`src/rtl/cfd_pkg.sv`:
```
// ----------------------------------------------------------------------------
// cfd_pkg: shared definitions for the crc32 frame deframer
// Register indexes, work codes passed from front to back, and CRC-32 helpers.
// ----------------------------------------------------------------------------
package cfd_pkg;

   // queue between front and back
   localparam int QUEUE_DEPTH = 2;

   // crc-32/ieee, reflected
   localparam logic [31:0] CRC_POLY = 32'hEDB8_8320;
   localparam logic [31:0] CRC_ONES = 32'hFFFF_FFFF;

   // configuration register indexes
   localparam logic [2:0] CSR_FRAME_MAGIC   = 3'd0;
   localparam logic [2:0] CSR_PROTO_VERSION = 3'd1;
   localparam logic [2:0] CSR_REQUEST_TYPE  = 3'd2;
   localparam logic [2:0] CSR_RESPONSE_TYPE = 3'd3;
   localparam logic [2:0] CSR_HEARTBEAT     = 3'd4;

   // register reset values
   localparam logic [31:0] RST_FRAME_MAGIC   = 32'h0000_0000;
   localparam logic [7:0]  RST_PROTO_VERSION = 8'h01;
   localparam logic [7:0]  RST_REQUEST_TYPE  = 8'h00;
   localparam logic [7:0]  RST_RESPONSE_TYPE = 8'h01;
   localparam logic [7:0]  RST_HEARTBEAT     = 8'h02;

   // verdict codes
   localparam logic [1:0] VERDICT_GOOD     = 2'd0;
   localparam logic [1:0] VERDICT_CRC_BAD  = 2'd1;
   localparam logic [1:0] VERDICT_TYPE_BAD = 2'd2;

   // record kinds
   localparam logic KIND_BODY    = 1'b0;
   localparam logic KIND_VERDICT = 1'b1;

   // what the back end does with a queued byte
   typedef enum logic [2:0] {
      OP_START    = 3'd0,
      OP_TYPE     = 3'd1,
      OP_LEN_HI   = 3'd2,
      OP_LEN_LO   = 3'd3,
      OP_ID       = 3'd4,
      OP_BODY     = 3'd5,
      OP_CHK      = 3'd6,
      OP_CHK_LAST = 3'd7
   } op_type;

   typedef struct packed {
      op_type     op;
      logic [7:0] data;
   } work_type;

   typedef struct packed {
      logic [31:0] magic;
      logic [7:0]  version;
   } front_cfg_type;

   typedef struct packed {
      logic [31:0] magic_crc;
      logic [7:0]  request_type;
      logic [7:0]  response_type;
      logic [7:0]  heartbeat_type;
   } back_cfg_type;

   // one entry of the byte-wise crc table
   function automatic logic [31:0] crc_table(input logic [7:0] idx);
      logic [31:0] c;
      c = {24'd0, idx};
      for (int k = 0; k < 8; k++) begin
         c = c[0] ? ((c >> 1) ^ CRC_POLY) : (c >> 1);
      end
      return c;
   endfunction

   // feed one byte into the running crc
   function automatic logic [31:0] crc_byte(input logic [31:0] crc, input logic [7:0] b);
      return (crc >> 8) ^ crc_table(crc[7:0] ^ b);
   endfunction

endpackage

```
`src/rtl/cfd_if.sv`:
```
// ----------------------------------------------------------------------------
// cfd_if: stream channels of the crc32 frame deframer
// Byte input channel and record output channel, valid/ready handshake.
// ----------------------------------------------------------------------------
interface cfd_req_if;
   logic       valid;
   logic       ready;
   logic [7:0] in_byte;

   modport source (output valid, output in_byte, input ready);
   modport sink   (input valid, input in_byte, output ready);
endinterface

interface cfd_rsp_if;
   logic        valid;
   logic        ready;
   logic        record_kind;
   logic [7:0]  body_byte;
   logic [7:0]  message_type;
   logic [63:0] request_id;
   logic [15:0] body_length;
   logic [1:0]  verdict;
   logic        last_of_frame;

   modport source (output valid, output record_kind, output body_byte, output message_type,
                   output request_id, output body_length, output verdict,
                   output last_of_frame, input ready);
   modport sink   (input valid, input record_kind, input body_byte, input message_type,
                   input request_id, input body_length, input verdict,
                   input last_of_frame, output ready);
endinterface

```
`src/rtl/cfd_front.sv`:
```
// ----------------------------------------------------------------------------
// cfd_front: frame hunter and byte classifier
// Tracks the frame position of every received word and tags it with the
// work the back end must do; hunt bytes that do not start a frame are dropped.
// ----------------------------------------------------------------------------
module cfd_front (
   input  logic                   clock,
   input  logic                   reset,
   input  cfd_pkg::front_cfg_type cfg,
   cfd_req_if.sink                req_chan,
   input  logic                   q_not_full,
   output logic                   push,
   output cfd_pkg::work_type      push_work
);

   typedef enum logic [3:0] {
      ST_HUNT   = 4'b0001,
      ST_HEADER = 4'b0010,
      ST_BODY   = 4'b0100,
      ST_CHECK  = 4'b1000
   } fstate_type;

   fstate_type  state_ff, state_in;
   logic [31:0] recent_ff, recent_in;
   logic [2:0]  fill_ff, fill_in;
   logic [15:0] cnt_ff, cnt_in;
   logic [15:0] len_ff, len_in;
   logic        accept;
   logic [7:0]  b;
   logic [15:0] cnt_inc;

   assign req_chan.ready = q_not_full;
   assign accept  = req_chan.valid && q_not_full;
   assign b       = req_chan.in_byte;
   assign cnt_inc = cnt_ff + 16'd1;

   // phase tracking and tagging
   always_comb begin
      state_in  = state_ff;
      recent_in = recent_ff;
      fill_in   = fill_ff;
      cnt_in    = cnt_ff;
      len_in    = len_ff;
      push      = 1'b0;
      push_work = '{op: cfd_pkg::OP_BODY, data: b};
      if (accept) begin
         case (state_ff)
            ST_HUNT: begin
               if (fill_ff == 3'd4 && recent_ff == cfg.magic && b == cfg.version) begin
                  push           = 1'b1;
                  push_work.op   = cfd_pkg::OP_START;
                  state_in       = ST_HEADER;
                  cnt_in         = 16'd0;
                  recent_in      = 32'd0;
                  fill_in        = 3'd0;
               end else begin
                  recent_in = {recent_ff[23:0], b};
                  if (fill_ff != 3'd4) begin
                     fill_in = fill_ff + 3'd1;
                  end
               end
            end
            ST_HEADER: begin
               push = 1'b1;
               if (cnt_ff == 16'd0) begin
                  push_work.op = cfd_pkg::OP_TYPE;
               end else if (cnt_ff == 16'd1) begin
                  push_work.op = cfd_pkg::OP_LEN_HI;
                  len_in       = {b, 8'd0};
               end else if (cnt_ff == 16'd2) begin
                  push_work.op = cfd_pkg::OP_LEN_LO;
                  len_in       = {len_ff[15:8], b};
               end else begin
                  push_work.op = cfd_pkg::OP_ID;
               end
               if (cnt_ff == 16'd10) begin
                  cnt_in   = 16'd0;
                  state_in = (len_ff != 16'd0) ? ST_BODY : ST_CHECK;
               end else begin
                  cnt_in = cnt_inc;
               end
            end
            ST_BODY: begin
               push         = 1'b1;
               push_work.op = cfd_pkg::OP_BODY;
               if (cnt_inc == len_ff) begin
                  cnt_in   = 16'd0;
                  state_in = ST_CHECK;
               end else begin
                  cnt_in = cnt_inc;
               end
            end
            ST_CHECK: begin
               push = 1'b1;
               if (cnt_ff == 16'd3) begin
                  push_work.op = cfd_pkg::OP_CHK_LAST;
                  state_in     = ST_HUNT;
                  cnt_in       = 16'd0;
                  recent_in    = 32'd0;
                  fill_in      = 3'd0;
               end else begin
                  push_work.op = cfd_pkg::OP_CHK;
                  cnt_in       = cnt_inc;
               end
            end
            default: begin
               state_in = ST_HUNT;
            end
         endcase
      end
   end

   // state registers
   always_ff @(posedge clock) begin
      if (reset) begin
         state_ff  <= ST_HUNT;
         recent_ff <= 32'd0;
         fill_ff   <= 3'd0;
         cnt_ff    <= 16'd0;
         len_ff    <= 16'd0;
      end else begin
         state_ff  <= state_in;
         recent_ff <= recent_in;
         fill_ff   <= fill_in;
         cnt_ff    <= cnt_in;
         len_ff    <= len_in;
      end
   end

endmodule

```
`src/rtl/cfd_queue.sv`:
```
// ----------------------------------------------------------------------------
// cfd_queue: short work queue between front and back
// Flop-based fifo so that the hunter and the record builder stall apart.
// ----------------------------------------------------------------------------
module cfd_queue #(
   parameter int Depth = cfd_pkg::QUEUE_DEPTH
) (
   input  logic              clock,
   input  logic              reset,
   input  logic              push,
   input  cfd_pkg::work_type push_work,
   input  logic              pop,
   output logic              not_full,
   output logic              not_empty,
   output cfd_pkg::work_type head
);

   localparam int PtrWidth = (Depth > 1) ? $clog2(Depth) : 1;
   localparam int CntWidth = $clog2(Depth + 1);
   localparam logic [PtrWidth-1:0] LastPtr = PtrWidth'(Depth - 1);
   localparam logic [CntWidth-1:0] FullCnt = CntWidth'(Depth);

   cfd_pkg::work_type     mem_ff [Depth];
   logic [PtrWidth-1:0]   wr_ptr_ff, wr_ptr_in;
   logic [PtrWidth-1:0]   rd_ptr_ff, rd_ptr_in;
   logic [CntWidth-1:0]   cnt_ff, cnt_in;

   assign not_full  = (cnt_ff != FullCnt);
   assign not_empty = (cnt_ff != '0);
   assign head      = mem_ff[rd_ptr_ff];

   // pointer and fill bookkeeping
   always_comb begin
      wr_ptr_in = wr_ptr_ff;
      rd_ptr_in = rd_ptr_ff;
      cnt_in    = cnt_ff;
      if (push) begin
         wr_ptr_in = (wr_ptr_ff == LastPtr) ? '0 : wr_ptr_ff + 1'b1;
      end
      if (pop) begin
         rd_ptr_in = (rd_ptr_ff == LastPtr) ? '0 : rd_ptr_ff + 1'b1;
      end
      if (push && !pop) begin
         cnt_in = cnt_ff + 1'b1;
      end else if (pop && !push) begin
         cnt_in = cnt_ff - 1'b1;
      end
   end

   always_ff @(posedge clock) begin
      if (reset) begin
         wr_ptr_ff <= '0;
         rd_ptr_ff <= '0;
         cnt_ff    <= '0;
      end else begin
         wr_ptr_ff <= wr_ptr_in;
         rd_ptr_ff <= rd_ptr_in;
         cnt_ff    <= cnt_in;
      end
   end

   // storage
   always_ff @(posedge clock) begin
      if (push) begin
         mem_ff[wr_ptr_ff] <= push_work;
      end
   end

endmodule

```
`src/rtl/cfd_back.sv`:
```
// ----------------------------------------------------------------------------
// cfd_back: crc engine and record builder
// Runs one crc table step per queued header or body word, captures the header
// fields and drives body and verdict records through a registered output stage.
// ----------------------------------------------------------------------------
module cfd_back (
   input  logic                  clock,
   input  logic                  reset,
   input  cfd_pkg::back_cfg_type cfg,
   input  logic                  q_not_empty,
   input  cfd_pkg::work_type     head,
   output logic                  pop,
   cfd_rsp_if.source             rsp_chan
);

   logic [31:0] crc_ff, crc_in;
   logic [7:0]  type_ff, type_in;
   logic [15:0] len_ff, len_in;
   logic [63:0] id_ff, id_in;
   logic [23:0] chk_ff, chk_in;

   logic        valid_ff, valid_in;
   logic        kind_ff, kind_in;
   logic [7:0]  body_ff, body_in;
   logic [7:0]  mtype_ff, mtype_in;
   logic [63:0] rid_ff, rid_in;
   logic [15:0] blen_ff, blen_in;
   logic [1:0]  verdict_ff, verdict_in;
   logic        last_ff, last_in;

   logic        needs_out;
   logic        slot_free;
   logic [31:0] crc_step;
   logic [31:0] rx_crc;
   logic        type_known;

   assign needs_out  = (head.op == cfd_pkg::OP_BODY) || (head.op == cfd_pkg::OP_CHK_LAST);
   assign slot_free  = !valid_ff || rsp_chan.ready;
   assign pop        = q_not_empty && (!needs_out || slot_free);
   assign crc_step   = cfd_pkg::crc_byte(crc_ff, head.data);
   assign rx_crc     = {chk_ff, head.data};
   assign type_known = (type_ff == cfg.request_type) || (type_ff == cfg.response_type) ||
                       (type_ff == cfg.heartbeat_type);

   // work execution
   always_comb begin
      crc_in     = crc_ff;
      type_in    = type_ff;
      len_in     = len_ff;
      id_in      = id_ff;
      chk_in     = chk_ff;
      valid_in   = valid_ff && !rsp_chan.ready;
      kind_in    = kind_ff;
      body_in    = body_ff;
      mtype_in   = mtype_ff;
      rid_in     = rid_ff;
      blen_in    = blen_ff;
      verdict_in = verdict_ff;
      last_in    = last_ff;
      if (pop) begin
         case (head.op)
            cfd_pkg::OP_START: begin
               crc_in = cfd_pkg::crc_byte(cfg.magic_crc, head.data);
            end
            cfd_pkg::OP_TYPE: begin
               crc_in  = crc_step;
               type_in = head.data;
            end
            cfd_pkg::OP_LEN_HI: begin
               crc_in = crc_step;
               len_in = {head.data, 8'd0};
            end
            cfd_pkg::OP_LEN_LO: begin
               crc_in = crc_step;
               len_in = {len_ff[15:8], head.data};
            end
            cfd_pkg::OP_ID: begin
               crc_in = crc_step;
               id_in  = {id_ff[55:0], head.data};
            end
            cfd_pkg::OP_BODY: begin
               crc_in     = crc_step;
               valid_in   = 1'b1;
               kind_in    = cfd_pkg::KIND_BODY;
               body_in    = head.data;
               mtype_in   = type_ff;
               rid_in     = id_ff;
               blen_in    = len_ff;
               verdict_in = cfd_pkg::VERDICT_GOOD;
               last_in    = 1'b0;
            end
            cfd_pkg::OP_CHK: begin
               chk_in = {chk_ff[15:0], head.data};
            end
            cfd_pkg::OP_CHK_LAST: begin
               crc_in   = cfd_pkg::CRC_ONES;
               valid_in = 1'b1;
               kind_in  = cfd_pkg::KIND_VERDICT;
               body_in  = 8'd0;
               mtype_in = type_ff;
               rid_in   = id_ff;
               blen_in  = len_ff;
               last_in  = 1'b1;
               // crc checked before type
               if ((crc_ff ^ cfd_pkg::CRC_ONES) != rx_crc) begin
                  verdict_in = cfd_pkg::VERDICT_CRC_BAD;
               end else if (type_known) begin
                  verdict_in = cfd_pkg::VERDICT_GOOD;
               end else begin
                  verdict_in = cfd_pkg::VERDICT_TYPE_BAD;
               end
            end
            default: begin
               crc_in = crc_ff;
            end
         endcase
      end
   end

   // control
   always_ff @(posedge clock) begin
      if (reset) begin
         valid_ff <= 1'b0;
         crc_ff   <= cfd_pkg::CRC_ONES;
      end else begin
         valid_ff <= valid_in;
         crc_ff   <= crc_in;
      end
   end

   // header fields and output word
   always_ff @(posedge clock) begin
      type_ff    <= type_in;
      len_ff     <= len_in;
      id_ff      <= id_in;
      chk_ff     <= chk_in;
      kind_ff    <= kind_in;
      body_ff    <= body_in;
      mtype_ff   <= mtype_in;
      rid_ff     <= rid_in;
      blen_ff    <= blen_in;
      verdict_ff <= verdict_in;
      last_ff    <= last_in;
   end

   assign rsp_chan.valid         = valid_ff;
   assign rsp_chan.record_kind   = kind_ff;
   assign rsp_chan.body_byte     = body_ff;
   assign rsp_chan.message_type  = mtype_ff;
   assign rsp_chan.request_id    = rid_ff;
   assign rsp_chan.body_length   = blen_ff;
   assign rsp_chan.verdict       = verdict_ff;
   assign rsp_chan.last_of_frame = last_ff;

endmodule

```
`src/rtl/crc32_frame_deframer_top.sv`:
```
// ----------------------------------------------------------------------------
// crc32_frame_deframer_top: length-prefixed frame deframer with crc-32 check
// Control registers, front hunter, work queue and back record builder.
// ----------------------------------------------------------------------------
// Takes one stream byte per cycle while the work queue has room: the front
// hunter tags each word in the cycle it is accepted, the back end does one crc
// table step per header or body word, and a registered output stage lets a
// new word enter while a record waits to be taken. A body byte passes the work
// queue and the output register before it is valid on the record channel, and
// so does the verdict after the last checksum byte. The crc of the frame magic
// is kept precomputed in a register fed from the magic register. The byte side
// stalls only when the work queue is full, i.e. when the record side has held
// off long enough for QueueDepth words to pile up behind a waiting record.
module crc32_frame_deframer_top #(
   parameter int QueueDepth = cfd_pkg::QUEUE_DEPTH
) (
   input  logic        clock,
   input  logic        reset,
   input  logic        csr_we,
   input  logic [2:0]  csr_index,
   input  logic [31:0] csr_wdata,
   cfd_req_if.sink     req_chan,
   cfd_rsp_if.source   rsp_chan
);

   logic [31:0] magic_ff;
   logic [7:0]  version_ff;
   logic [7:0]  req_type_ff;
   logic [7:0]  rsp_type_ff;
   logic [7:0]  hb_type_ff;
   logic [31:0] magic_crc_ff, magic_crc_in;

   cfd_pkg::front_cfg_type front_cfg;
   cfd_pkg::back_cfg_type  back_cfg;
   cfd_pkg::work_type      push_work;
   cfd_pkg::work_type      head;
   logic                   push;
   logic                   pop;
   logic                   q_not_full;
   logic                   q_not_empty;

   // control register writes
   always_ff @(posedge clock) begin
      if (reset) begin
         magic_ff    <= cfd_pkg::RST_FRAME_MAGIC;
         version_ff  <= cfd_pkg::RST_PROTO_VERSION;
         req_type_ff <= cfd_pkg::RST_REQUEST_TYPE;
         rsp_type_ff <= cfd_pkg::RST_RESPONSE_TYPE;
         hb_type_ff  <= cfd_pkg::RST_HEARTBEAT;
      end else if (csr_we) begin
         case (csr_index)
            cfd_pkg::CSR_FRAME_MAGIC:   magic_ff    <= csr_wdata;
            cfd_pkg::CSR_PROTO_VERSION: version_ff  <= csr_wdata[7:0];
            cfd_pkg::CSR_REQUEST_TYPE:  req_type_ff <= csr_wdata[7:0];
            cfd_pkg::CSR_RESPONSE_TYPE: rsp_type_ff <= csr_wdata[7:0];
            cfd_pkg::CSR_HEARTBEAT:     hb_type_ff  <= csr_wdata[7:0];
            default: begin
            end
         endcase
      end
   end

   // crc over the four magic bytes, most significant first
   always_comb begin
      magic_crc_in = cfd_pkg::crc_byte(cfd_pkg::CRC_ONES, magic_ff[31:24]);
      magic_crc_in = cfd_pkg::crc_byte(magic_crc_in, magic_ff[23:16]);
      magic_crc_in = cfd_pkg::crc_byte(magic_crc_in, magic_ff[15:8]);
      magic_crc_in = cfd_pkg::crc_byte(magic_crc_in, magic_ff[7:0]);
   end

   always_ff @(posedge clock) begin
      magic_crc_ff <= magic_crc_in;
   end

   assign front_cfg = '{magic: magic_ff, version: version_ff};
   assign back_cfg  = '{magic_crc: magic_crc_ff, request_type: req_type_ff,
                        response_type: rsp_type_ff, heartbeat_type: hb_type_ff};

   cfd_front u_front (
      .clock      (clock),
      .reset      (reset),
      .cfg        (front_cfg),
      .req_chan   (req_chan),
      .q_not_full (q_not_full),
      .push       (push),
      .push_work  (push_work)
   );

   cfd_queue #(
      .Depth (QueueDepth)
   ) u_queue (
      .clock     (clock),
      .reset     (reset),
      .push      (push),
      .push_work (push_work),
      .pop       (pop),
      .not_full  (q_not_full),
      .not_empty (q_not_empty),
      .head      (head)
   );

   cfd_back u_back (
      .clock       (clock),
      .reset       (reset),
      .cfg         (back_cfg),
      .q_not_empty (q_not_empty),
      .head        (head),
      .pop         (pop),
      .rsp_chan    (rsp_chan)
   );

endmodule
```
`src/flat_wrapper.sv`:
```
// flat-port wrapper written by rule: the top's interface ports become plain ports
module crc32_frame_deframer_top_flat 
#(
   parameter int QueueDepth = cfd_pkg::QUEUE_DEPTH
)
  (clock, reset, csr_we, csr_index, csr_wdata, req_chan_valid, req_chan_in_byte, req_chan_ready, rsp_chan_valid, rsp_chan_record_kind, rsp_chan_body_byte, rsp_chan_message_type, rsp_chan_request_id, rsp_chan_body_length, rsp_chan_verdict, rsp_chan_last_of_frame, rsp_chan_ready);
  cfd_req_if req_chan_i ();
  cfd_rsp_if rsp_chan_i ();
  input  logic clock;
  input  logic reset;
  input  logic csr_we;
  input  logic [2:0] csr_index;
  input  logic [31:0] csr_wdata;
  input wire logic [$bits(req_chan_i.valid)-1:0] req_chan_valid;
  input wire logic [$bits(req_chan_i.in_byte)-1:0] req_chan_in_byte;
  output wire logic [$bits(req_chan_i.ready)-1:0] req_chan_ready;
  output wire logic [$bits(rsp_chan_i.valid)-1:0] rsp_chan_valid;
  output wire logic [$bits(rsp_chan_i.record_kind)-1:0] rsp_chan_record_kind;
  output wire logic [$bits(rsp_chan_i.body_byte)-1:0] rsp_chan_body_byte;
  output wire logic [$bits(rsp_chan_i.message_type)-1:0] rsp_chan_message_type;
  output wire logic [$bits(rsp_chan_i.request_id)-1:0] rsp_chan_request_id;
  output wire logic [$bits(rsp_chan_i.body_length)-1:0] rsp_chan_body_length;
  output wire logic [$bits(rsp_chan_i.verdict)-1:0] rsp_chan_verdict;
  output wire logic [$bits(rsp_chan_i.last_of_frame)-1:0] rsp_chan_last_of_frame;
  input wire logic [$bits(rsp_chan_i.ready)-1:0] rsp_chan_ready;
  assign req_chan_i.valid = req_chan_valid;
  assign req_chan_i.in_byte = req_chan_in_byte;
  assign req_chan_ready = req_chan_i.ready;
  assign rsp_chan_valid = rsp_chan_i.valid;
  assign rsp_chan_record_kind = rsp_chan_i.record_kind;
  assign rsp_chan_body_byte = rsp_chan_i.body_byte;
  assign rsp_chan_message_type = rsp_chan_i.message_type;
  assign rsp_chan_request_id = rsp_chan_i.request_id;
  assign rsp_chan_body_length = rsp_chan_i.body_length;
  assign rsp_chan_verdict = rsp_chan_i.verdict;
  assign rsp_chan_last_of_frame = rsp_chan_i.last_of_frame;
  assign rsp_chan_i.ready = rsp_chan_ready;
  crc32_frame_deframer_top #(.QueueDepth(QueueDepth)) u_core (.clock(clock), .reset(reset), .csr_we(csr_we), .csr_index(csr_index), .csr_wdata(csr_wdata), .req_chan(req_chan_i), .rsp_chan(rsp_chan_i));
endmodule
```
`config.mk`:
```
export PLATFORM = sky130hd
export DESIGN_NAME = crc32_frame_deframer_top_flat
export DESIGN_NICKNAME = d
export VERILOG_FILES = /design/src/rtl/cfd_pkg.sv /design/src/rtl/cfd_if.sv /design/src/rtl/cfd_front.sv /design/src/rtl/cfd_queue.sv /design/src/rtl/cfd_back.sv /design/src/rtl/crc32_frame_deframer_top.sv /design/src/flat_wrapper.sv
export SDC_FILE = /design/constraint.sdc
export NUM_CORES = 1
export LEC_CHECK = 0
export BUFFER_PORTS_ARGS = -buffer_cell sky130_fd_sc_hd__buf_2
export CORE_UTILIZATION = 25
export CTS_CLUSTER_SIZE = 24
export DETAILED_ROUTE_END_ITERATION = 6
export PLACE_DENSITY_LB_ADDON = 0.3
export SLEW_MARGIN = 30
export SYNTH_ARGS = -nofsm -noshare
export SYNTH_HDL_FRONTEND = slang
export SYNTH_SLANG_ARGS = --single-unit
```
`constraint.sdc`:
```
create_clock -name clock -period 15.93 [get_ports clock]
set_input_delay 0.7965 -clock clock [delete_from_list [all_inputs] [get_ports clock]]
set_output_delay 0.7965 -clock clock [all_outputs]
set_load 0.01 [all_outputs]
```
== Word level (Yosys, flattened, before mapping) ==
Memories as Yosys holds them, arrays and structs flattened. A register that Yosys moved wholly into a read port is not among the register bits.
Cells that the tools add are included.

* Add/sub/neg operators: 6
* Mux-type cells: 95
* Reductions and logical operators: 51
* Bitwise logic cells: 63
* Equal/unequal tests: 34

{| class="wikitable"
|+ Operators with widths
! operator !! count
|-
| two-way mux 32 bit || 50
|-
| NOT 13 -> 14 bit || 42
|-
| bitwise XOR 24 x 32 -> 32 bit || 5
|-
| case mux 32 bit (3 select lines) || 1
|-
| NOT 1 -> 14 bit || 6
|-
| two-way mux 16 bit || 5
|-
| case mux 16 bit (4 select lines) || 1
|-
| case mux 32 bit (2 select lines) || 1
|-
| bitwise XOR 8 bit || 5
|-
| equality test 16 x 2 -> 1 bit (second input constant) || 2
|-
| equality test 32 bit || 1
|-
| equality test 8 bit || 4
|-
| inequality test 32 bit || 1
|-
| NOT 32 bit || 1
|-
| case mux 16 bit (2 select lines) || 1
|-
| two-way mux 3 bit || 8
|-
| NOT 24 bit || 1
|-
| AND reduction 2 bit || 12
|-
| two-way mux 4 bit || 5
|-
| equality test 3 bit (second input constant) || 6
|-
| adder 16 x 1 -> 16 bit (second input constant) || 1
|-
| equality test 16 x 1 -> 1 bit (second input constant) || 1
|-
| equality test 16 bit || 1
|-
| equality test 16 x 4 -> 1 bit (second input constant) || 1
|-
| other kinds (38) || 87
|}

* Bits of input ports: 48
* Memories kept: 1
* Bits in registers: 415
* Word-level logic and storage cells: 278
* Output and inout bits: 102
* Memory bits (writable): 22

{| class="wikitable"
|+ Memory list
! memory !! depth !! width !! read ports !! clocked after Yosys merged registers in !! wr ports !! line !! source
|-
| u_core.u_queue.mem_ff || 2 || 11 || 1 || 1 || 1 || cfd_queue.sv:23 || <nowiki>cfd_pkg::work_type mem_ff [Depth];</nowiki>
|}

== Logic depth before layout (Yosys ltp) ==
Gate-level depths: netlist of the first run.

* Depth in word-level cells: 72
* Depth in mapped cells: 13
* Mapped depth without buffers: 12

== Hierarchy ==
Synthesis of the first run repeated with hierarchy kept, for this count alone.

* Cell total of the unflattened synthesis: 1737
* Area, all modules: 21449.3 µm²

{| class="wikitable"
|+ Modules (own cells, without submodules)
! module !! area an instance (µm²) !! cells an instance !! seq. area each (µm²) !! times used
|-
| cfd_back || 10435.0 || 642 || 6996.7 || 1
|-
| crc32_frame_deframer_top || 6004.5 || 552 || 1921.8 || 1
|-
| cfd_front || 4012.6 || 487 || 1421.4 || 1
|-
| cfd_queue || 997.2 || 56 || 760.7 || 1
|}

== Least setup slack after synthesis of the first run ==
No wires, ideal clock.

* Path type: reg-to-reg
* From: register (tool-made name)
* To: register u_core.u_back.id_ff[0] (enable)
* Arrival: 6.179 ns
* Cell stages (with the launch flop): 7
* Path buffers: 2
* Data required time: 15.365 ns
* Library setup time: 0.565 ns
* Period minus slack after synthesis: 6.744 ns
* Slack: 9.186 ns
* Cell sequence: dfxtp_1 clkbuf_1 clkbuf_1 nor2b_1 a32oi_1 o22ai_1 nor3_1

{| class="wikitable"
|+ RTL lines
! item !! line !! source
|-
| end signal, assigned || cfd_back.sv:135 || <nowiki>id_ff <= id_in;</nowiki>
|-
| end, declared || cfd_back.sv:19 || <nowiki>logic [63:0] id_ff, id_in;</nowiki>
|}

== Final worst setup path of the first run ==
* From: register u_core.magic_ff[25]
* To: register u_core.magic_crc_ff[15]

* Cells in the longest elaborated chain, start to end: 46
* Elaborated cells on any way between the ends: 63
* Classes of those cells: mux (32); bitwise (31)

{| class="wikitable"
|+ Ends and longest elaborated chain
! item !! line !! source
|-
| start, declared || crc32_frame_deframer_top.sv:26 || <nowiki>logic [31:0] magic_ff;</nowiki>
|-
| start signal, assigned || crc32_frame_deframer_top.sv:45 || <nowiki>magic_ff <= cfd_pkg::RST_FRAME_MAGIC;</nowiki>
|-
| start signal, assigned || crc32_frame_deframer_top.sv:52 || <nowiki>cfd_pkg::CSR_FRAME_MAGIC: magic_ff <= csr_wdata;</nowiki>
|-
| NOT 8 bit (no line) (*) || -- ||
|-
| two-way mux 32 bit (*) (2 in a row) || cfd_pkg.sv:71 || <nowiki>c = c[0] ? ((c >> 1) ^ CRC_POLY) : (c >> 1);</nowiki>
|-
| NOT 13 -> 14 bit (no line) || -- ||
|-
| two-way mux 32 bit (*) (3 in a row) || cfd_pkg.sv:71 ||
|-
| NOT 13 -> 14 bit (no line) || -- ||
|-
| two-way mux 32 bit (*) (3 in a row) || cfd_pkg.sv:71 ||
|-
| NOT 24 bit (no line) (*) || -- ||
|-
| bitwise XOR 8 bit || cfd_pkg.sv:78 || <nowiki>return (crc >> 8) ^ crc_table(crc[7:0] ^ b);</nowiki>
|-
| [19 not listed] || -- ||
|-
| two-way mux 32 bit (2 in a row) || cfd_pkg.sv:71 ||
|-
| bitwise XOR 24 x 32 -> 32 bit (*) || cfd_pkg.sv:78 ||
|-
| bitwise XOR 8 bit || cfd_pkg.sv:78 ||
|-
| two-way mux 32 bit || cfd_pkg.sv:71 ||
|-
| NOT 13 -> 14 bit (no line) || -- ||
|-
| two-way mux 32 bit (7 in a row) || cfd_pkg.sv:71 ||
|-
| bitwise XOR 24 x 32 -> 32 bit (*) || cfd_pkg.sv:78 ||
|-
| net u_core.magic_crc_in[15] || crc32_frame_deframer_top.sv:31 || <nowiki>logic [31:0] magic_crc_ff, magic_crc_in;</nowiki>
|-
| end signal, assigned || crc32_frame_deframer_top.sv:72 || <nowiki>magic_crc_ff <= magic_crc_in;</nowiki>
|-
| end, declared || crc32_frame_deframer_top.sv:31 ||
|}

Mark *: on every way through the listed nets, which the timed path passes. The rest lies on a longest branch.
A chain may end at the register's enable or synchronous reset.

==> results.txt, run 1 <==
The number of cells upsized or downsized after cts came out at 0. The number of cells on the worst reg-to-reg path is 9. Of the post-synthesis cell area, the dominant cell type holds 0.344. The routed wire length came out at 55,500 um.

The number of antenna violations at the first check in global routing is 0. Entering global routing, the biggest net connects 81 pins. In this run the count of I/O pins placed on the die edge is 150. The library cell occupying the most area in the post-synthesis netlist is edfxtp_1. Buffers inserted to repair hold after CTS numbered 0.

Sorting the synthesized cells by area gives the leading types as edfxtp_1, dfxtp_1, xnor2_1. The final routed wire length divided by cell count came out at approximately 18 um. In this run, synthesis produced a sequential element count of around 440. The number of standard cells after synthesis came out at between 1.5k and 2k.

The total number of clock tree sinks is around 440. At the pin with the least slew margin, the transition time is a little over 1 ns. Setup violations remaining at the end of the flow were counted as 0. The unique cell type count in the Yosys netlist is slightly above 60. The arrival time at the worst endpoint is around 4.6 ns.

The worst pin sits at a relative slew slack of 0.324. The critical path is of the reg2reg type. The post-route non-filler standard cell count came out at roughly 3k. In the final layout, the multi-input gates occupy just under 9000 um2. The count of warnings emitted by yosys came out at 0. In the global route stage, overall resource usage came out at 0.133. The H-tree was split into 2 levels. The number of antenna diodes in the final layout is 0. Hold is met by ~0.42 ns.

Broken down by cell family, the worst path's largest delay share belongs to XOR/XNOR gates. The netlist area before placement came out at 20,300 um2. The post-layout minimum cycle time is roughly 4.1 ns. The sequential cell area fraction in the yosys report is 0.546. The setup total negative slack is 0 ns. The HPWL after detailed placement came out at around 41,000 um. The worst clock skew came out at 0.0131 ns. The startpoint of the most critical hold path is u_core.u_back.len_ff[3]. The first global-routing pass estimated about 84,000 um of wire. Walking the worst path, the cells encountered are xnor2_4 -> xnor3_1 -> xnor2_1 -> xnor2_1 -> xor2_1 -> xor2_2 -> xnor2_1 -> xnor2_1 -> xnor2_1.

A synthesized cell averages approximately 11 um2. The run finished with clean final reports. The final cell area excluding filler cells is between 20,000 and 25,000 um2. The slowest stage cell on the critical path is xnor2_1. The biggest cell delay along the critical path came out at between 0.7 and 0.8 ns. In this run, CTS created clock tree buffers numbering 44. The number of max-slew violations in the final report came out at 0. The number of max-cap violations came out at 0. In this run the remaining antenna-violating nets after routing total 0. The worst register-to-register path ends at u_core.magic_crc_ff[15]. Setup repair after global routing left no endpoint under its margin. The required arrival time at the worst endpoint came out at around 16 ns. The clock transition time at the flip-flop clock pins of the worst setup and hold paths is about 0.060 ns.

The slack of the worst reg-to-reg path came out at 11.82 ns. The final estimated routing congestion in global placement is about 0.87. For this design the ratio of total power to cell area is 192 nW/um2. The total congestion overflow is 0. The number of endpoints with negative hold slack in the final report is 0. The final route contains around 13k vias. The initial detailed-routing violation count came out at 910.

The area enclosed by the die boundary is between 80,000 and 90,000 um2. The core region area came out at 80,500 um2. The kind of launch point of the worst setup path is a register.

In this run the horizontal extent of the chip is around 290 um. The capturing element type of the critical path is a register. The number of port buffers is between 100 and 150. The remaining routing DRC violations is 0. The most numerous cell type found on the critical path is xnor2_1.

Measured along the y axis, the die boundary spans approximately 290 um. The number of vias per cell is between 4 and 5. For this configuration, the core starts out at a cell density of 0.252. The post-CTS setup-driven buffer insertion count is 0. The total number of placement rows came out at 104. The via count of the first global-routing pass came out at approximately 13k. Along the worst path, the maximum fanout reaches 8. The kind of path behind the tightest hold check is reg2reg. The number of buffers between clock root and the deepest sink came out at 3.

The later-pin clock latency in the skew report came out at slightly below 0.6 ns. The worst hold path cell count came out at 0. The number of buffer and inverter instances along the worst setup path is 0.

The endpoint of the worst hold path is u_core.u_back.rsp_chan.body_length[3]. The area growth from synthesis to layout came out at 16.5%. The area used by sequential logic in the layout is roughly 11,000 um2.

Across the VDD grid, the largest voltage drop is ~0.10 mV. The most used flip-flop cell after synthesis is edfxtp_1. The number of instances in the placed design is between 2k and 3k. For this run, the post-layout net count is about 2.0k. The async set-reset flop share out of synthesis came out at 0. The beginning of the worst register-to-register path is u_core.magic_ff[25].

The first detailed-routing pass took 5 iterations. The number of filler instances in the final layout is about 8.3k. CTS placed an instance of clkbuf_16 at the clock tree root.

The static leakage is 0.00791 uW. TritonCTS built the clock tree. The achievable clock frequency came out at roughly 0.24 GHz. The count of flip-flops with a built-in enable after synthesis is approximately 230.

The net count after synthesis came out at between 1.5k and 2k. The fraction of layout instances using a drive strength above 1 came out at 0.146. The placement-stage cell area came out at 22,300 um2. In the finished design, the share of the clock period the worst path needs comes to 0.258.
-- synth_stat cells, types with 3 or more instances --
| cell type | instances |
|---|---|
| and3_1 | 6 |
| nor2_1 | 85 |
| nor4b_1 | 3 |
| a21o_1 | 6 |
| edfxtp_1 | 233 |
| nand2_1 | 231 |
| buf_4 | 9 |
| a22o_1 | 3 |
| and4_1 | 3 |
| a31oi_1 | 3 |
| nor2b_1 | 6 |
| a21oi_1 | 141 |
| o22ai_1 | 28 |
| xnor2_4 | 3 |
| or3_1 | 4 |
| dfxtp_1 | 205 |
| buf_2 | 5 |
| mux2i_1 | 21 |
| nor3_1 | 16 |
| clkbuf_1 | 64 |
| ha_1 | 10 |
| o21a_1 | 3 |
| and2_1 | 10 |
| nor4_1 | 15 |
| o221ai_1 | 6 |
| nand2b_1 | 8 |
| o21ai_0 | 26 |
| o211ai_1 | 4 |
| xnor2_1 | 330 |
| o21ai_1 | 4 |
| xor2_1 | 130 |
| or2_2 | 5 |
| xor2_2 | 10 |
| nand3_1 | 74 |
| inv_1 | 24 |
| nand4_1 | 28 |
| nand3b_1 | 7 |
| xnor2_2 | 19 |
-- report_power, final --
group          internal [uW]  total [uW]  switching [uW]
Clock                    570        1020             448
Combinational            874        2050            1170
Sequential              1370        1470            99.7
Total                   2810        4530            1720
-- state kept, by name, indices dropped and copies added, names as in the netlist, 2 cells and up, named ones only --
name                                 count
u_core.hb_type_ff                        8
u_core.magic_crc_ff                     32
u_core.magic_ff                         32
u_core.req_type_ff                       8
u_core.rsp_type_ff                       8
u_core.u_back.chk_ff                    24
u_core.u_back.crc_ff                    32
u_core.u_back.id_ff                     64
u_core.u_back.len_ff                    16
u_core.u_back.rsp_chan.body_byte         8
u_core.u_back.rsp_chan.body_length      16
u_core.u_back.rsp_chan.message_type      8
u_core.u_back.rsp_chan.request_id       64
u_core.u_back.rsp_chan.verdict           2
u_core.u_back.type_ff                    8
u_core.u_front.cnt_ff                   16
u_core.u_front.fill_ff                   3
u_core.u_front.len_ff                   16
u_core.u_front.recent_ff                32
u_core.u_front.state_ff                  4
u_core.u_queue.cnt_ff                    2
u_core.u_queue.mem_ff                   22
u_core.version_ff                        8
-- through the flow --
stage           util  setup slack [ns]  power (uW)
4_1_cts        0.294             11.79        4580
3_5_place_dp   0.276             11.79        3540
3_3_place_gp   0.276             11.53        3540
6_report       0.294             11.82        4530
2_1_floorplan      -              9.19        3030
5_1_grt        0.294             11.51        4810
-- final cells by class --
type	count	share of cell area
clock buffer	58	0.0509
clock inverter	20	0.00814
inverter	26	0.00412
multi-input combinational	1282	0.375
sequential	438	0.469
tap	1060	0.0560
timing repair buffer	167	0.0373
-- kinds of logic after synthesis --
kind of cell             after synthesis  share of synthesized area
AND/OR/NAND/NOR                      509                      0.114
AO/OA/AOI/OAI                        243                     0.0682
multiplexers                          22                     0.0109
flip-flops                           438                      0.546
adder cells (fa/ha/maj)               10                    0.00616
XOR/XNOR                             498                      0.233
buffers and inverters                106                     0.0215
-- layout by cell type, fill, tap and decap left out, types with 10 or more instances in the layout --
master and count:
inv_1 24, nand3_1 74, nand4_1 28, nand2_1 230
ha_1 10, o22ai_1 27, edfxtp_1 233, buf_4 19
xor2_2 10, buf_2 148, nor2_1 80, a21oi_1 141
dfxtp_1 205, xnor2_1 329, clkbuf_1 10, o21ai_0 25
clkbuf_16 45, xor2_1 130, nor4_1 13, nor3_1 15
mux2i_1 19, xnor2_2 20
-- worst max-delay path by stage --
stage / start / endpoint / slack [ns] / cells past startpoint
3_5_place_dp: register / u_core.u_back.crc_ff[23] / 11.79 / 10
4_1_cts: register / u_core.u_back.crc_ff[23] / 11.79 / 10
5_1_grt: register / u_core.u_back.crc_ff[23] / 11.51 / 10
6_report: u_core.magic_ff[25] / u_core.magic_crc_ff[15] / 11.82 / 9
3_3_place_gp: register / u_core.u_back.crc_ff[23] / 11.53 / 10
2_1_floorplan: register / u_core.u_back.id_ff[0] / 9.19 / 6
-- layer usage --
| metal | share of wire | routed length [um] | vias up | global-route usage |
|---|---|---|---|---|
| li1 | - | - | 6526 | - |
| met1 | 0.47 | 26300 | 6473 | 0.187 |
| met2 | 0.44 | 24700 | 373 | 0.206 |
| met3 | 0.053 | 2930 | 88 | 0.0220 |
| met4 | 0.028 | 1570 | 0 | 0.0441 |
| met5 | 0 | 0 | - | 0 |
(Power assumes the default switching activity.)
==> run 2: changes to the inputs <==
clock period = 3.5 ns   (was 15.93 ns; I/O delays follow)
==> run 2 against run 1 <==
  * Clock power grew to 4.6 times the previous value
  * Via count is 5.7% higher
  * Worst setup slack got worse by 12 ns
  * Design area grew 5.9%
  * Clock skew is 0.0033 ns higher
  * Cell count grew 5.2%
  * Utilization grew 1.7 points
==> results.txt, run 2 (synthesized netlist as in run 1, its figures left out) <==
The overall routing resource usage came out at 0.135 (+0.00203). Setup repair after global routing left no endpoint under its margin. The overall power came out at 21,000 uW (+360%).

The library cell used most frequently in the layout, excluding fill and tap cells, is xnor2_1. The core region area came out at 80,500 um2 (unchanged). The initial detailed-routing violation count came out at 921 (+1.2%). The critical path is of the reg2reg type.

The kind of path behind the tightest hold check is in2reg. The maximum vdd drop is 0.610 mV (+490%). The number of antenna-violating nets in the routed design came out at 0 (unchanged). The floorplan die width came out at 287 um (unchanged). The total number of clock tree sinks is 438 (unchanged). The total number of placement rows was 104 (unchanged). The post-layout minimum cycle time is 3.27 ns (-0.835 ns).

The overall die height is 287 um (unchanged). The post-CTS setup-driven buffer insertion count is 0 (unchanged). The required arrival time at the worst endpoint came out at 4.04 ns (-12.34 ns).

The count of inserted antenna diode cells came out at 0 (unchanged). The startpoint of the most critical hold path is csr_index[1]. The peak fanout along the critical path was 14 (+6). The later-pin clock latency in the skew report came to 0.60 ns (about the same). The total congestion overflow is 0 (unchanged). The setup total negative slack came out at 0 ns (unchanged). The final cell area excluding filler cells is 25,100 um2 (+5.9%). The routed wire length is 56,300 um (+1.5%).

The count of H-tree levels built during CTS was 2 (unchanged). In this run the worst setup path begins at u_core.u_front.cnt_ff[2]. The area growth from synthesis to layout is 23.3%. The clock transition time at the flip-flop clock pins of the worst setup and hold paths came out at 0.07 ns (about the same). The number of filler instances in the final layout is 8,290 (-0.32%).

The achievable clock frequency is 0.306 GHz (+26%). The slack of the worst reg-to-reg path came out at 0.23 ns (-11.60 ns). The number of antenna violations at the first check in global routing is 0 (unchanged). For hold timing, the worst endpoint is u_core.req_type_ff[5]. The number of vias per cell was 4.43 (+0.49%). The count of nets after finishing is 2,170 (+7.6%). The kind of launch point of the worst setup path is a register. The number of max-slew violations in the final report is 0 (unchanged). The number of endpoints with negative hold slack in the final report came out at 0 (unchanged). The number of max-cap violations came to 0 (unchanged).

The final routed wire length divided by cell count is 17.5 um (-3.5%). In this run the clock root is driven by a clkbuf_16. The worst hold path cell count is 5 (+5). The final estimated routing congestion in global placement came out at 0.864 (-0.30%).

In this run the critical register-to-register path is launched from u_core.u_front.cnt_ff[2]. The transition time of the tightest slew-check pin was 0.871 ns (-0.136 ns). The arrival time at the worst endpoint came to 3.81 ns (-0.75 ns). The HPWL after detailed placement came to 42,100 um (+3.5%). The number of optimization iterations in the first detailed-route pass is 5 (unchanged). The number of top-level pins came out at 150 (unchanged). The worst setup path is captured at a register. The worst clock skew was 0.0164 ns (+0.00333 ns). The worst slew margin relative to its limit came out at 0.415 (+0.0911). The area enclosed by the die boundary came out at 82,500 um2 (unchanged).

The final clock period utilization by the worst path is 0.935 (+0.677). The flow ran to the end, and the final reports show no timing, DRC or antenna violations. The total via count in the routed design is 14.2k (+5.7%). In the layout the commonest cells are xnor2_1, edfxtp_1, nand2_1, dfxtp_1, buf_2. The global-route wire length before repair is 85,900 um (+2.6%). The number of cells on the worst reg-to-reg path came out at 11 (+2). The CTS buffer count is 45 (+2.3%). The total of endpoints with negative setup slack in the final report was 0 (unchanged). The fraction of layout instances using a drive strength above 1 is 0.175 (+0.0293).

The initial cell density of the core is 0.252 (unchanged). The via count of the first global-routing pass is 14.2k (+6.4%). The number of buffers between clock root and the deepest sink came out at 3 (unchanged). The total power divided by cell area came out at 837 nW/um2 (+340%). The endpoint of the worst register-to-register path is u_core.u_front.cnt_ff[10]. TritonCTS built the clock tree. The final worst hold slack came to 0.209 ns (-0.210 ns). The maximum number of pins on one net before global-route repair came out at 69 (-15%). The remaining routing DRC violations came out at 0 (unchanged). The static leakage came out at 0.00873 uW (+10%).

The number of port buffers is 149 (unchanged). The placement-stage cell area is 22,900 um2 (+3.0%).
-- run 2: per-stage QoR --
stage / setup slack, ns / cells / util
floorplan: 0.0268 / 1826 / -
global placement: 0.259 / 3057 / 0.285
detailed placement: 0.249 / 3057 / 0.285
CTS: 0.225 / 3209 / 0.311
global route: 0.0302 / 3209 / 0.311
finish: 0.228 / 3209 / 0.311
-- run 2: repair_timing --
action | in CTS | in global routing
resized for setup | 0 | 0
hold buffers | 68 | 0
hold endpoints to repair | 101 | 0
-- run 2: worst max path at each step --
stage / endpoint / slack [ns] / cells past startpoint
final: u_core.u_front.cnt_ff[10] / 0.23 / 11
after floorplan: u_core.u_back.id_ff[0] / 0.03 / 6
after detailed placement: u_core.magic_crc_ff[21] / 0.25 / 10
after global placement: u_core.magic_crc_ff[21] / 0.26 / 10
after global routing: u_core.magic_crc_ff[21] / 0.03 / 10
after CTS: u_core.magic_crc_ff[24] / 0.23 / 10
-- run 2: critical path: stages, from the launching register on --
cell and delay, ns:
dfxtp_1 0.60, nand4_1 0.40, nor3_1 0.39, o21ai_0 0.14, nor3b_1 0.15, o21a_1 0.19
o2111a_1 0.24, o211ai_1 0.23, nand3_1 0.32, buf_4 0.26, nor3_1 0.17, a21o_1 0.10
-- run 2: routing by layer --
metal	routed length, um	part of all wire	GRT usage	vias up
li1	-	-	-	6849
met1	26100	0.46	0.185	6849
met2	25500	0.45	0.215	440
met3	3300	0.059	0.0229	88
met4	1440	0.026	0.0414	0
met5	0	0	0	-
-- run 2: final cells by class --
| cell class | instances | area (um2) | area share |
|---|---|---|---|
| Inverter | 26 | 97.6 | 0.00389 |
| Clock inverter | 27 | 226 | 0.00903 |
| Tap cell | 1060 | 1330 | 0.0529 |
| Multi-Input combinational cell | 1282 | 8840 | 0.353 |
| Clock buffer | 57 | 1220 | 0.0487 |
| Timing Repair Buffer | 319 | 2260 | 0.0900 |
| Sequential cell | 438 | 11100 | 0.443 |
-- run 2: report_power, final --
group	switching, uW	leakage [uW]	internal (uW)
clock	2090	0.000700	2580
sequential	456	0.00378	6230
combinational	5320	0.00425	4310
